## config.mk

```make
export PLATFORM = sky130hd
export DESIGN_NAME = baro_temp_pressure_compensation
export DESIGN_NICKNAME = d
export VERILOG_FILES = /design/src/hdl/bptc_pkg.sv /design/src/hdl/bptc_mul.sv /design/src/hdl/bptc_div.sv /design/src/hdl/baro_temp_pressure_compensation.sv
export SDC_FILE = /design/constraint.sdc
export NUM_CORES = 2
export LEC_CHECK = 0
export BUFFER_PORTS_ARGS = -buffer_cell sky130_fd_sc_hd__buf_2
export CAP_MARGIN = 20
export CORE_UTILIZATION = 60
export CTS_CLUSTER_DIAMETER = 40
export DETAILED_ROUTE_END_ITERATION = 8
export PLACE_DENSITY = 0.82
export SLEW_MARGIN = 20
export SYNTH_ARGS = -nofsm -noshare
export SYNTH_HDL_FRONTEND = slang
export SYNTH_SLANG_ARGS = --single-unit
```

## constraint.sdc

```tcl
create_clock -name clk -period 15 [get_ports clk]
set_input_delay 3 -clock clk [delete_from_list [all_inputs] [get_ports clk]]
set_output_delay 3 -clock clk [all_outputs]
set_load 0.05 [all_outputs]
```

## src/hdl/bptc_pkg.sv

```systemverilog
// Shared types, constants and sign helpers for the barometer compensation block.
// Used by bptc_mul, bptc_div and baro_temp_pressure_compensation; no dependencies.
package bptc_pkg;

	localparam int unsigned DW = 64;
	localparam int unsigned CW = 48;

	localparam logic [63:0] FINE_OFFSET = 64'd128000;
	localparam logic [63:0] DIV_SCALE   = 64'd3125;
	localparam logic [63:0] RAW_FULL    = 64'd1048576;

	localparam logic [1:0] REG_TEMP    = 2'd0;
	localparam logic [1:0] REG_PRESS_A = 2'd1;
	localparam logic [1:0] REG_PRESS_B = 2'd2;
	localparam logic [1:0] REG_PRESS_C = 2'd3;

	localparam logic OP_TEMP  = 1'b0;
	localparam logic OP_PRESS = 1'b1;

	typedef struct packed {
		logic        start;
		logic [63:0] a;
		logic [63:0] b;
	} unit_req_t;

	function automatic logic [63:0] sx16(input logic [15:0] v);
		sx16 = {{48{v[15]}}, v};
	endfunction

	function automatic logic [63:0] sx32(input logic [31:0] v);
		sx32 = {{32{v[31]}}, v};
	endfunction

endpackage

```

## src/hdl/bptc_mul.sv

```systemverilog
// Bit-serial shift-add multiplier giving the low 64 bits of a 64 x 64 product.
// One multiplier bit per cycle. Depends on bptc_pkg.
module bptc_mul (
	input  logic                clk,
	input  logic                arst_n,
	input  bptc_pkg::unit_req_t req,
	output logic                done,
	output logic [63:0]         prod
);

	logic [63:0] acc_q;
	logic [63:0] ma_q;
	logic [63:0] mb_q;
	logic [6:0]  cnt_q;
	logic        busy_q;
	logic        done_q;

	always_ff @(posedge clk or negedge arst_n) begin
		if (!arst_n) begin
			busy_q <= 1'b0;
			done_q <= 1'b0;
			cnt_q  <= 7'd0;
		end else begin
			done_q <= 1'b0;
			if (req.start) begin
				busy_q <= 1'b1;
				cnt_q  <= 7'd64;
			end else if (busy_q) begin
				cnt_q <= cnt_q - 7'd1;
				if (cnt_q == 7'd1) begin
					busy_q <= 1'b0;
					done_q <= 1'b1;
				end
			end
		end
	end

	always_ff @(posedge clk) begin
		if (req.start) begin
			acc_q <= '0;
			ma_q  <= req.a;
			mb_q  <= req.b;
		end else if (busy_q) begin
			if (mb_q[0]) begin
				acc_q <= acc_q + ma_q;
			end
			ma_q <= {ma_q[62:0], 1'b0};
			mb_q <= {1'b0, mb_q[63:1]};
		end
	end

	assign done = done_q;
	assign prod = acc_q;

	a_no_restart: assert property (@(posedge clk) disable iff (!arst_n)
		req.start |-> !busy_q) else $error("multiplier restarted while busy");
	a_done_ends: assert property (@(posedge clk) disable iff (!arst_n)
		done_q |-> !busy_q) else $error("multiplier done while still busy");
	a_done_pulse: assert property (@(posedge clk) disable iff (!arst_n)
		done_q |=> !done_q) else $error("multiplier done held for two cycles");

endmodule

```

## src/hdl/bptc_div.sv

```systemverilog
// Radix-2 restoring divider for signed 64-bit operands, quotient truncated toward zero.
// One quotient bit per cycle. Depends on bptc_pkg.
module bptc_div (
	input  logic                clk,
	input  logic                arst_n,
	input  bptc_pkg::unit_req_t req,
	output logic                done,
	output logic [63:0]         quo
);

	logic [63:0] rem_q;
	logic [63:0] quo_q;
	logic [63:0] dvs_q;
	logic        neg_q;
	logic [6:0]  cnt_q;
	logic        busy_q;
	logic        done_q;
	logic [64:0] shifted;
	logic [64:0] trial;

	assign shifted = {rem_q, quo_q[63]};
	assign trial   = shifted - {1'b0, dvs_q};

	always_ff @(posedge clk or negedge arst_n) begin
		if (!arst_n) begin
			busy_q <= 1'b0;
			done_q <= 1'b0;
			cnt_q  <= 7'd0;
		end else begin
			done_q <= 1'b0;
			if (req.start) begin
				busy_q <= 1'b1;
				cnt_q  <= 7'd64;
			end else if (busy_q) begin
				cnt_q <= cnt_q - 7'd1;
				if (cnt_q == 7'd1) begin
					busy_q <= 1'b0;
					done_q <= 1'b1;
				end
			end
		end
	end

	// Magnitudes are divided; the most negative value keeps its pattern as 2^63.
	always_ff @(posedge clk) begin
		if (req.start) begin
			rem_q <= '0;
			quo_q <= req.a[63] ? (64'd0 - req.a) : req.a;
			dvs_q <= req.b[63] ? (64'd0 - req.b) : req.b;
			neg_q <= req.a[63] ^ req.b[63];
		end else if (busy_q) begin
			rem_q <= trial[64] ? shifted[63:0] : trial[63:0];
			quo_q <= {quo_q[62:0], ~trial[64]};
		end
	end

	assign done = done_q;
	assign quo  = neg_q ? (64'd0 - quo_q) : quo_q;

	a_no_restart: assert property (@(posedge clk) disable iff (!arst_n)
		req.start |-> !busy_q) else $error("divider restarted while busy");
	a_nonzero: assert property (@(posedge clk) disable iff (!arst_n)
		req.start |-> (req.b != 64'd0)) else $error("divider started with zero divisor");
	a_done_pulse: assert property (@(posedge clk) disable iff (!arst_n)
		done_q |=> !done_q) else $error("divider done held for two cycles");

endmodule

```

## src/hdl/baro_temp_pressure_compensation.sv

```systemverilog
// Top level of the barometer compensation block: APB calibration registers,
// the step sequencer and the output register. Depends on bptc_pkg, bptc_mul, bptc_div.
//
// Usage. Calibration words are written over the APB port, one 48-bit register per
// 64-bit word at byte addresses 0, 8, 16 and 24. The user must write them only
// while the block is idle; the block itself does not enforce this. Items enter on
// in_valid/in_ready with opcode and raw_reading; each gives one result item on
// out_valid/out_ready carrying compensated and divisor_zero. An item is worked on
// by a sequencer that drives one shared bit-serial multiplier and one bit-serial
// divider. A temperature item needs three products; a pressure item needs ten
// products and one division, or only six products when the divisor is zero.
// in_ready is high only while the sequencer is idle, so one item is in work at
// a time; a finished result sits in the output register, and the next item is
// taken while it waits. If the receiver stalls with a result still held, the
// following result waits in the sequencer until the register frees.
// Reset clears the calibration registers, the stored fine temperature and all
// handshake state.
module baro_temp_pressure_compensation (
	input  logic        clk,
	input  logic        arst_n,
	input  logic        psel,
	input  logic        penable,
	input  logic        pwrite,
	input  logic [4:0]  paddr,
	input  logic [63:0] pwdata,
	output logic [63:0] prdata,
	output logic        pready,
	input  logic        in_valid,
	output logic        in_ready,
	input  logic        opcode,
	input  logic [19:0] raw_reading,
	output logic        out_valid,
	input  logic        out_ready,
	output logic [31:0] compensated,
	output logic        divisor_zero
);

	localparam logic [4:0] S_IDLE = 5'd0;
	localparam logic [4:0] S_T0   = 5'd1;
	localparam logic [4:0] S_T1   = 5'd2;
	localparam logic [4:0] S_T2   = 5'd3;
	localparam logic [4:0] S_T3   = 5'd4;
	localparam logic [4:0] S_P0   = 5'd5;
	localparam logic [4:0] S_P1   = 5'd6;
	localparam logic [4:0] S_P2   = 5'd7;
	localparam logic [4:0] S_P3   = 5'd8;
	localparam logic [4:0] S_P4   = 5'd9;
	localparam logic [4:0] S_P5   = 5'd10;
	localparam logic [4:0] S_P6   = 5'd11;
	localparam logic [4:0] S_P7   = 5'd12;
	localparam logic [4:0] S_P8   = 5'd13;
	localparam logic [4:0] S_P9   = 5'd14;
	localparam logic [4:0] S_P10  = 5'd15;
	localparam logic [4:0] S_P11  = 5'd16;
	localparam logic [4:0] S_MW   = 5'd17;
	localparam logic [4:0] S_DW   = 5'd18;
	localparam logic [4:0] S_FIN  = 5'd19;

	logic [47:0] calib_temp_q, calib_press_a_q, calib_press_b_q, calib_press_c_q;
	logic [31:0] fine_q;
	logic [4:0]  state_q, ret_q;
	logic [19:0] adc_q;
	logic [63:0] a_q, b_q, x_q, p_q, q_q, t_q;
	logic [31:0] res_q;
	logic        zd_q;
	logic        out_valid_q;
	logic [31:0] compensated_q;
	logic        divisor_zero_q;
	logic        mul_start_q, div_start_q;
	logic [63:0] mul_a_q, mul_b_q, div_a_q, div_b_q;
	bptc_pkg::unit_req_t mul_req, div_req;
	logic        mul_done, div_done;
	logic [63:0] prod, quo;

	logic        wr_en;
	logic [63:0] d1_w, d2_w, a_w, a2_w, pnum_w, qv_w, t12_w, t14_w, x5_w, pres_w;
	logic [31:0] ft_w, tsum_w;

	assign pready = 1'b1;
	assign wr_en  = psel && penable && pwrite;

	always_comb begin
		case (paddr[4:3])
			bptc_pkg::REG_TEMP:    prdata = {16'd0, calib_temp_q};
			bptc_pkg::REG_PRESS_A: prdata = {16'd0, calib_press_a_q};
			bptc_pkg::REG_PRESS_B: prdata = {16'd0, calib_press_b_q};
			bptc_pkg::REG_PRESS_C: prdata = {16'd0, calib_press_c_q};
			default:               prdata = '0;
		endcase
	end

	always_ff @(posedge clk or negedge arst_n) begin
		if (!arst_n) begin
			calib_temp_q    <= '0;
			calib_press_a_q <= '0;
			calib_press_b_q <= '0;
			calib_press_c_q <= '0;
		end else if (wr_en) begin
			case (paddr[4:3])
				bptc_pkg::REG_TEMP:    calib_temp_q    <= pwdata[47:0];
				bptc_pkg::REG_PRESS_A: calib_press_a_q <= pwdata[47:0];
				bptc_pkg::REG_PRESS_B: calib_press_b_q <= pwdata[47:0];
				bptc_pkg::REG_PRESS_C: calib_press_c_q <= pwdata[47:0];
				default: ;
			endcase
		end
	end

	// Temperature terms are kept as sign-extended 32-bit values so that the
	// 64-bit arithmetic shifts behave as 32-bit ones.
	assign d1_w   = bptc_pkg::sx32(({12'd0, adc_q} >> 3) - {15'd0, calib_temp_q[15:0], 1'b0});
	assign d2_w   = bptc_pkg::sx32(({12'd0, adc_q} >> 4) - {16'd0, calib_temp_q[15:0]});
	assign t12_w  = 64'($signed(bptc_pkg::sx32(prod[31:0])) >>> 12);
	assign t14_w  = 64'($signed(bptc_pkg::sx32(prod[31:0])) >>> 14);
	assign ft_w   = x_q[31:0] + t14_w[31:0];
	assign tsum_w = {ft_w[29:0], 2'b00} + ft_w + 32'd128;

	assign a_w    = bptc_pkg::sx32(fine_q) - bptc_pkg::FINE_OFFSET;
	assign x5_w   = 64'd1 << 47;
	assign a2_w   = 64'($signed(prod) >>> 33);
	assign pnum_w = ((bptc_pkg::RAW_FULL - {44'd0, adc_q}) << 31) - b_q;
	assign qv_w   = 64'($signed(quo) >>> 13);
	assign pres_w = 64'($signed(p_q + x_q + 64'($signed(prod) >>> 19)) >>> 8)
		+ (bptc_pkg::sx16(calib_press_c_q[15:0]) << 4);

	always_ff @(posedge clk or negedge arst_n) begin
		if (!arst_n) begin
			state_q     <= S_IDLE;
			ret_q       <= S_IDLE;
			fine_q      <= '0;
			out_valid_q <= 1'b0;
			mul_start_q <= 1'b0;
			div_start_q <= 1'b0;
		end else begin
			mul_start_q <= 1'b0;
			div_start_q <= 1'b0;
			if (out_valid_q && out_ready) begin
				out_valid_q <= 1'b0;
			end
			case (state_q)
				S_IDLE: begin
					if (in_valid) begin
						state_q <= (opcode == bptc_pkg::OP_PRESS) ? S_P0 : S_T0;
					end
				end
				S_T0: begin
					mul_start_q <= 1'b1;
					ret_q   <= S_T1;
					state_q <= S_MW;
				end
				S_T1: begin
					mul_start_q <= 1'b1;
					ret_q   <= S_T2;
					state_q <= S_MW;
				end
				S_T2: begin
					mul_start_q <= 1'b1;
					ret_q   <= S_T3;
					state_q <= S_MW;
				end
				S_T3: begin
					fine_q  <= ft_w;
					state_q <= S_FIN;
				end
				S_P0, S_P1, S_P2, S_P3, S_P4, S_P5, S_P8, S_P9, S_P10: begin
					mul_start_q <= 1'b1;
					ret_q   <= state_q + 5'd1;
					state_q <= S_MW;
				end
				S_P6: begin
					if (a2_w == 64'd0) begin
						state_q <= S_FIN;
					end else begin
						mul_start_q <= 1'b1;
						ret_q   <= S_P7;
						state_q <= S_MW;
					end
				end
				S_P7: begin
					div_start_q <= 1'b1;
					ret_q   <= S_P8;
					state_q <= S_DW;
				end
				S_P11: begin
					state_q <= S_FIN;
				end
				S_MW: begin
					if (mul_done) begin
						state_q <= ret_q;
					end
				end
				S_DW: begin
					if (div_done) begin
						state_q <= ret_q;
					end
				end
				S_FIN: begin
					if (!out_valid_q || out_ready) begin
						out_valid_q <= 1'b1;
						state_q     <= S_IDLE;
					end
				end
				default: state_q <= S_IDLE;
			endcase
		end
	end

	// Datapath registers and unit operands.
	always_ff @(posedge clk) begin
		case (state_q)
			S_IDLE: adc_q <= raw_reading;
			S_T0: begin
				mul_a_q <= d1_w;
				mul_b_q <= bptc_pkg::sx16(calib_temp_q[31:16]);
			end
			S_T1: begin
				x_q <= 64'($signed(bptc_pkg::sx32(prod[31:0])) >>> 11);
				mul_a_q <= d2_w;
				mul_b_q <= d2_w;
			end
			S_T2: begin
				mul_a_q <= t12_w;
				mul_b_q <= bptc_pkg::sx16(calib_temp_q[47:32]);
			end
			S_T3: begin
				res_q <= 32'($signed(tsum_w) >>> 8);
				zd_q  <= 1'b0;
			end
			S_P0: begin
				a_q <= a_w;
				mul_a_q <= a_w;
				mul_b_q <= a_w;
			end
			S_P1: begin
				t_q <= prod;
				mul_a_q <= prod;
				mul_b_q <= bptc_pkg::sx16(calib_press_b_q[47:32]);
			end
			S_P2: begin
				b_q <= prod;
				mul_a_q <= a_q;
				mul_b_q <= bptc_pkg::sx16(calib_press_b_q[31:16]);
			end
			S_P3: begin
				b_q <= b_q + (prod << 17) + (bptc_pkg::sx16(calib_press_b_q[15:0]) << 35);
				mul_a_q <= t_q;
				mul_b_q <= bptc_pkg::sx16(calib_press_a_q[47:32]);
			end
			S_P4: begin
				x_q <= 64'($signed(prod) >>> 8);
				mul_a_q <= a_q;
				mul_b_q <= bptc_pkg::sx16(calib_press_a_q[31:16]);
			end
			S_P5: begin
				mul_a_q <= x5_w + x_q + (prod << 12);
				mul_b_q <= {48'd0, calib_press_a_q[15:0]};
			end
			S_P6: begin
				a_q <= a2_w;
				res_q <= '0;
				zd_q  <= 1'b1;
				mul_a_q <= pnum_w;
				mul_b_q <= bptc_pkg::DIV_SCALE;
			end
			S_P7: begin
				div_a_q <= prod;
				div_b_q <= a_q;
			end
			S_P8: begin
				p_q <= quo;
				q_q <= qv_w;
				mul_a_q <= bptc_pkg::sx16(calib_press_c_q[47:32]);
				mul_b_q <= qv_w;
			end
			S_P9: begin
				mul_a_q <= prod;
				mul_b_q <= q_q;
			end
			S_P10: begin
				x_q <= 64'($signed(prod) >>> 25);
				mul_a_q <= bptc_pkg::sx16(calib_press_c_q[31:16]);
				mul_b_q <= p_q;
			end
			S_P11: begin
				res_q <= pres_w[31:0];
				zd_q  <= 1'b0;
			end
			S_FIN: begin
				if (!out_valid_q || out_ready) begin
					compensated_q  <= res_q;
					divisor_zero_q <= zd_q;
				end
			end
			default: ;
		endcase
	end

	assign mul_req = {mul_start_q, mul_a_q, mul_b_q};
	assign div_req = {div_start_q, div_a_q, div_b_q};

	bptc_mul u_mul (
		.clk    (clk),
		.arst_n (arst_n),
		.req    (mul_req),
		.done   (mul_done),
		.prod   (prod)
	);

	bptc_div u_div (
		.clk    (clk),
		.arst_n (arst_n),
		.req    (div_req),
		.done   (div_done),
		.quo    (quo)
	);

	assign in_ready     = (state_q == S_IDLE);
	assign out_valid    = out_valid_q;
	assign compensated  = compensated_q;
	assign divisor_zero = divisor_zero_q;

	a_accept_busy: assert property (@(posedge clk) disable iff (!arst_n)
		(in_valid && in_ready) |=> !in_ready) else $error("item taken but sequencer idle");
	a_out_from_fin: assert property (@(posedge clk) disable iff (!arst_n)
		$rose(out_valid_q) |-> $past(state_q == S_FIN)) else $error("result without finish");
	a_mul_wait: assert property (@(posedge clk) disable iff (!arst_n)
		mul_start_q |-> (state_q == S_MW)) else $error("multiply started outside wait");
	a_div_wait: assert property (@(posedge clk) disable iff (!arst_n)
		div_start_q |-> (state_q == S_DW)) else $error("divide started outside wait");

endmodule

```

### After elaboration in Yosys (flattened, before gate mapping)

Index checks and enable logic that the tools add are counted.

* register bits: 1353
* word-level logic and storage cells: 173
* output and inout bits: 100
* bits of input ports: 97

* equal/unequal tests: 29
* multiplexer cells: 49
* add/subtract/negate cells: 23
* bitwise operators: 2
* reduce and logical (&&, ||, !) cells: 31

Operator list (count)
* $pmux W64 S13: 1
* $pmux W64 S11: 1
* $mux W64: 9
* $add A64 B64 Y64: 4
* $pmux W64 S2: 2
* $pmux W64 S4: 1
* $pmux W64 S3: 1
* $sub A1 B64 Y64 const A: 3
* $pmux W32 S3: 1
* $add A40 B40 Y40: 2
* $sub A65 B64 Y65: 1
* $add A32 B32 Y32: 2
* $add A48 B64 Y64 const A: 1
* $logic_not A64 Y1: 1
* $sub A64 B64 Y64: 1
* $mux W63: 1
* $eq A5 B4 Y1 const B: 8
* $pmux W5 S8: 1
* $sub A32 B18 Y33 const B: 1
* $add A32 B20 Y32: 1
* $add A32 B8 Y32 const B: 1
* $pmux W5 S6: 1
* $mux W7: 4
* $mux W5: 5
* 35 further kinds: 80

### Depth between registers and ports, before layout

* depth in word-level cells: 4
* mapped depth: 29
* gate-level depth less buffers: 29

### Hierarchy

Synthesis repeated with hierarchy kept, for this count alone.

* cell total of the unflattened synthesis: 7443
* area total of the unflattened synthesis: 78223.8 µm²

Modules (own cells, without submodules)
* baro_temp_pressure_compensation: sequential area each 23707.7 µm², area an instance 50786.2 µm², times used 1, cells an instance 4414
* bptc_div: sequential area each 5380.2 µm², area an instance 15721.3 µm², times used 1, cells an instance 1912
* bptc_mul: sequential area each 5350.1 µm², area an instance 11716.2 µm², times used 1, cells an instance 1117

### Worst setup path after synthesis

Ideal clock, no wire load.

* path type: input -> output
* start: in paddr[4]
* end: out prdata[27]
* arrival time: 4965 ps
* buffers on the path: 3
* slack: 7035 ps
* data required time: 12000 ps
* cell stages on the path: 4
* cell sequence: clkbuf_1 -> buf_1 -> buf_1 -> mux4_2

* word-level cells in the longest chain between the ends: 2
* elaborated cells on any way between the ends: 5
* classes of those cells: eq/ne (3); mux (1); reduce/logical (1)

Ends and longest elaborated chain
* start: declaration: RTL line baro_temp_pressure_compensation.sv:24 `input logic [4:0] paddr,`
* $eq A2 B2 Y1 (tied with other cells): RTL line baro_temp_pressure_compensation.sv:83 `case (paddr[4:3])`
* $pmux W64 S4 (*): RTL line baro_temp_pressure_compensation.sv:83
* end: declaration: RTL line baro_temp_pressure_compensation.sv:26 `output logic [63:0] prdata,`

Mark *: on every way between the ends. The rest lies on a longest branch, timed or not. The select of a mux whose other input is x is not followed.

### Worst setup path after layout

* start: in paddr[4]
* end: out prdata[30]

The elaborated chain is that of the path after synthesis.

==> results_dict.tcl <==
set metrics [dict create \
    period_share_pct 51.55 \
    die_width_um 357.8 \
    post_cts_buffers 0 \
    tns_ns 0 \
    die-area_um2 128000 \
    worst_pin_slew_ns 1.384 \
    num-fill-cells 9285 \
    initial_core_util_pct 60.50 \
    rsz0062_at_grt "false" \
    design_area_um2 85340 \
    rows 130 \
    drive_gt1_share_pct 14.64 \
    grt.overflow.total 0 \
    p_leak_uw 0.03450 \
    ant_nets 0 \
    syn_to_final_growth_pct 12.33 \
    grt_max_degree 151 \
    ys_types 89 \
    finClkSkew_ns 0.05291 \
    drv_cap 0 \
    ctsResizeCount 0 \
    critPathMaxFanout 51 \
    cts_sinks 1232 \
    drc 19 \
    gp_congestion 1.034 \
    drtIter0Drc 8240 \
    syn_area_um2 75970 \
    outcome "finished with violations" \
    place_ws_ns 7.256 \
    muxShareOfSynthArea_pct 7.270 \
    layout_common_cells "edfxtp_1, nand2_1, a21oi_1" \
    min_path_type "reg -> reg" \
    power_density_nw_per_um2 249.8 \
    yosysWarnings 0 \
    synth-adder-area-share_pct 10.14 \
    synth_compound_area_share_pct 16.60 \
    synth.top_cell.area_share_pct 33.56 \
    relSlewSlack_pct 7.092 \
    dr.pass1.iters 9 \
    core_um2 125600 \
    grt_pass1_wl_um 387700 \
    finalHoldViolations 0 \
    synth_seq_cells 1232 \
    setup_viol 0 \
    slew_violations 0 \
    whs_ns 0.4148 \
    wl_per_cell_um 29.63 \
    die_h_um 357.8 \
    cp.arrival_ns 4.73 \
    port_buffers 160 \
    clockBufferDepth 3 \
    period_minus_slack_ns 7.733 \
    vias_per_cell 6.843 \
    synth_area_leaders "edfxtp_1, dfrtp_1, ha_1" \
    root_buffer "clkbuf_16" \
    nets 7962 \
    io_pins 197 \
    synth-async-reset-ratio_pct 20.70 \
    synth_top_family_by_area "compound AO/OA/AOI/OAI gates" \
    clock_latency_ns 0.82 \
    holdBufCountCts 0 \
    yosys_most_used_dff "edfxtp_1" \
    grt_pass1_vias 59170 \
    numCtsBuffers 181 \
    drt-total-wl_um 270000 \
    synth_xor_area_share_pct 6.509 \
    postSynthCellCount 7098 \
    cts_tree "yes" \
    h-tree-depth 4 \
    final_common_cell "edfxtp_1" \
    worstPathRequired_ns 12.00 \
    fmax_mhz 129.3 \
    violations "DRC" \
    yosys.area_share.simple_pct 11.13 \
    ir_worst_vdd_uv 175.0 \
    synth_edf_count 849 \
    fin_ws_ns 7.267 \
    start_kind "primary input" \
    dpl_cell_area_um2 78960 \
    syn_area_per_cell_um2 10.70 \
    grtUsageTotal_pct 41.58 \
    yosysTopAreaCell "edfxtp_1" \
    critPathKind "in -> out" \
    vias 62360 \
    end_kind "output port" \
    ys_seq_area_share_pct 45.33 \
    hpwlAfterDp_um 195900 \
    antenna_found_initial 24 \
    clkTransAtPathRegs_ns 0.06 \
]
synthesized netlist by cell type (46+ instances only):
| cell type | instances |
|---|---|
| mux2_2 | 342 |
| a211oi_1 | 73 |
| o21ai_0 | 323 |
| nor3_1 | 106 |
| o31ai_1 | 62 |
| fa_1 | 73 |
| dfxtp_1 | 128 |
| xor2_1 | 254 |
| nand3_1 | 117 |
| a21oi_1 | 509 |
| a222oi_1 | 57 |
| nand2_1 | 662 |
| clkbuf_1 | 277 |
| mux4_2 | 48 |
| mux2i_1 | 59 |
| o211ai_1 | 46 |
| or3_1 | 51 |
| nor2_1 | 436 |
| a22oi_1 | 103 |
| inv_1 | 257 |
| edfxtp_1 | 849 |
| dfrtp_1 | 255 |
| a221oi_1 | 68 |
| a31oi_1 | 51 |
| nand2b_1 | 56 |
| nand4_1 | 71 |
| nor2b_1 | 62 |
| o21a_1 | 55 |
| a21o_1 | 212 |
| xnor2_1 | 308 |
| ha_1 | 499 |
critical path, cell delays in order:
cell    delay [ns]
buf_4         0.79
mux4_2        0.67
buf_2         0.24
worst paths after layout:
kind	start	to	slack [ns]	cells after the start
min reg2reg	res_q[5]	compensated[5]	0.41	0
min	res_q[5]	compensated[5]	0.41	0
min in group asynchronous	arst_n	calib_press_c_q[6]	2.32	1
max in group asynchronous	arst_n	div_start_q	11.16	2
max	paddr[4]	prdata[30]	7.27	3
max reg2reg	p_q[6]	res_q[31]	7.91	26
cells by family after synthesis:
| logic type | Yosys count |
|---|---|
| AO/OA/AOI/OAI | 1887 |
| XOR/XNOR | 563 |
| adder cells (fa/ha/maj) | 572 |
| buffers and inverters | 590 |
| flip-flops | 1232 |
| multiplexers | 449 |
| other | 2 |
| AND/OR/NAND/NOR | 1803 |
power by group:
| group | internal [µW] | total (µW) | leakage [µW] | switching (µW) |
|---|---|---|---|---|
| registers | 5000 | 5800 | 0.0121 | 792 |
| clock network | 2660 | 4420 | 0.00308 | 1760 |
| logic | 4140 | 11100 | 0.0193 | 6970 |
| total | 11800 | 21300 | 0.0345 | 9520 |
through the flow:
stage / std cells / total power, µW / util (%)
finish: 9113 / 21320 / 67.96
global route: 9106 / 22290 / 67.95
CTS: 9101 / 20970 / 67.92
detailed placement: 8759 / 16490 / 62.88
global placement: 8759 / 16280 / 62.88
floorplan: 7144 / 12930 / -
final cells by class:
cell class	instances	area, µm²	share of cell area (%)
diodes	11	27.53	0.03226
clock buffers	220	4902	5.744
clock inverters	122	1420	1.664
inverters	258	968.4	1.135
multi-input cells	5322	39610	46.42
flip-flops and latches	1232	34450	40.37
well taps	1650	2064	2.419
repair buffers	298	1894	2.220
per-layer routing:
layer | GRT usage, % | part of all wire [%] | vias up
met5 | 0 | 0.082 | -
met4 | 26.66 | 7.7 | 12
met3 | 16.10 | 14 | 1023
met2 | 61.12 | 42 | 3939
met1 | 51.17 | 36 | 30280
li1 | - | - | 27110
Power figures use the tool's default switching activity.
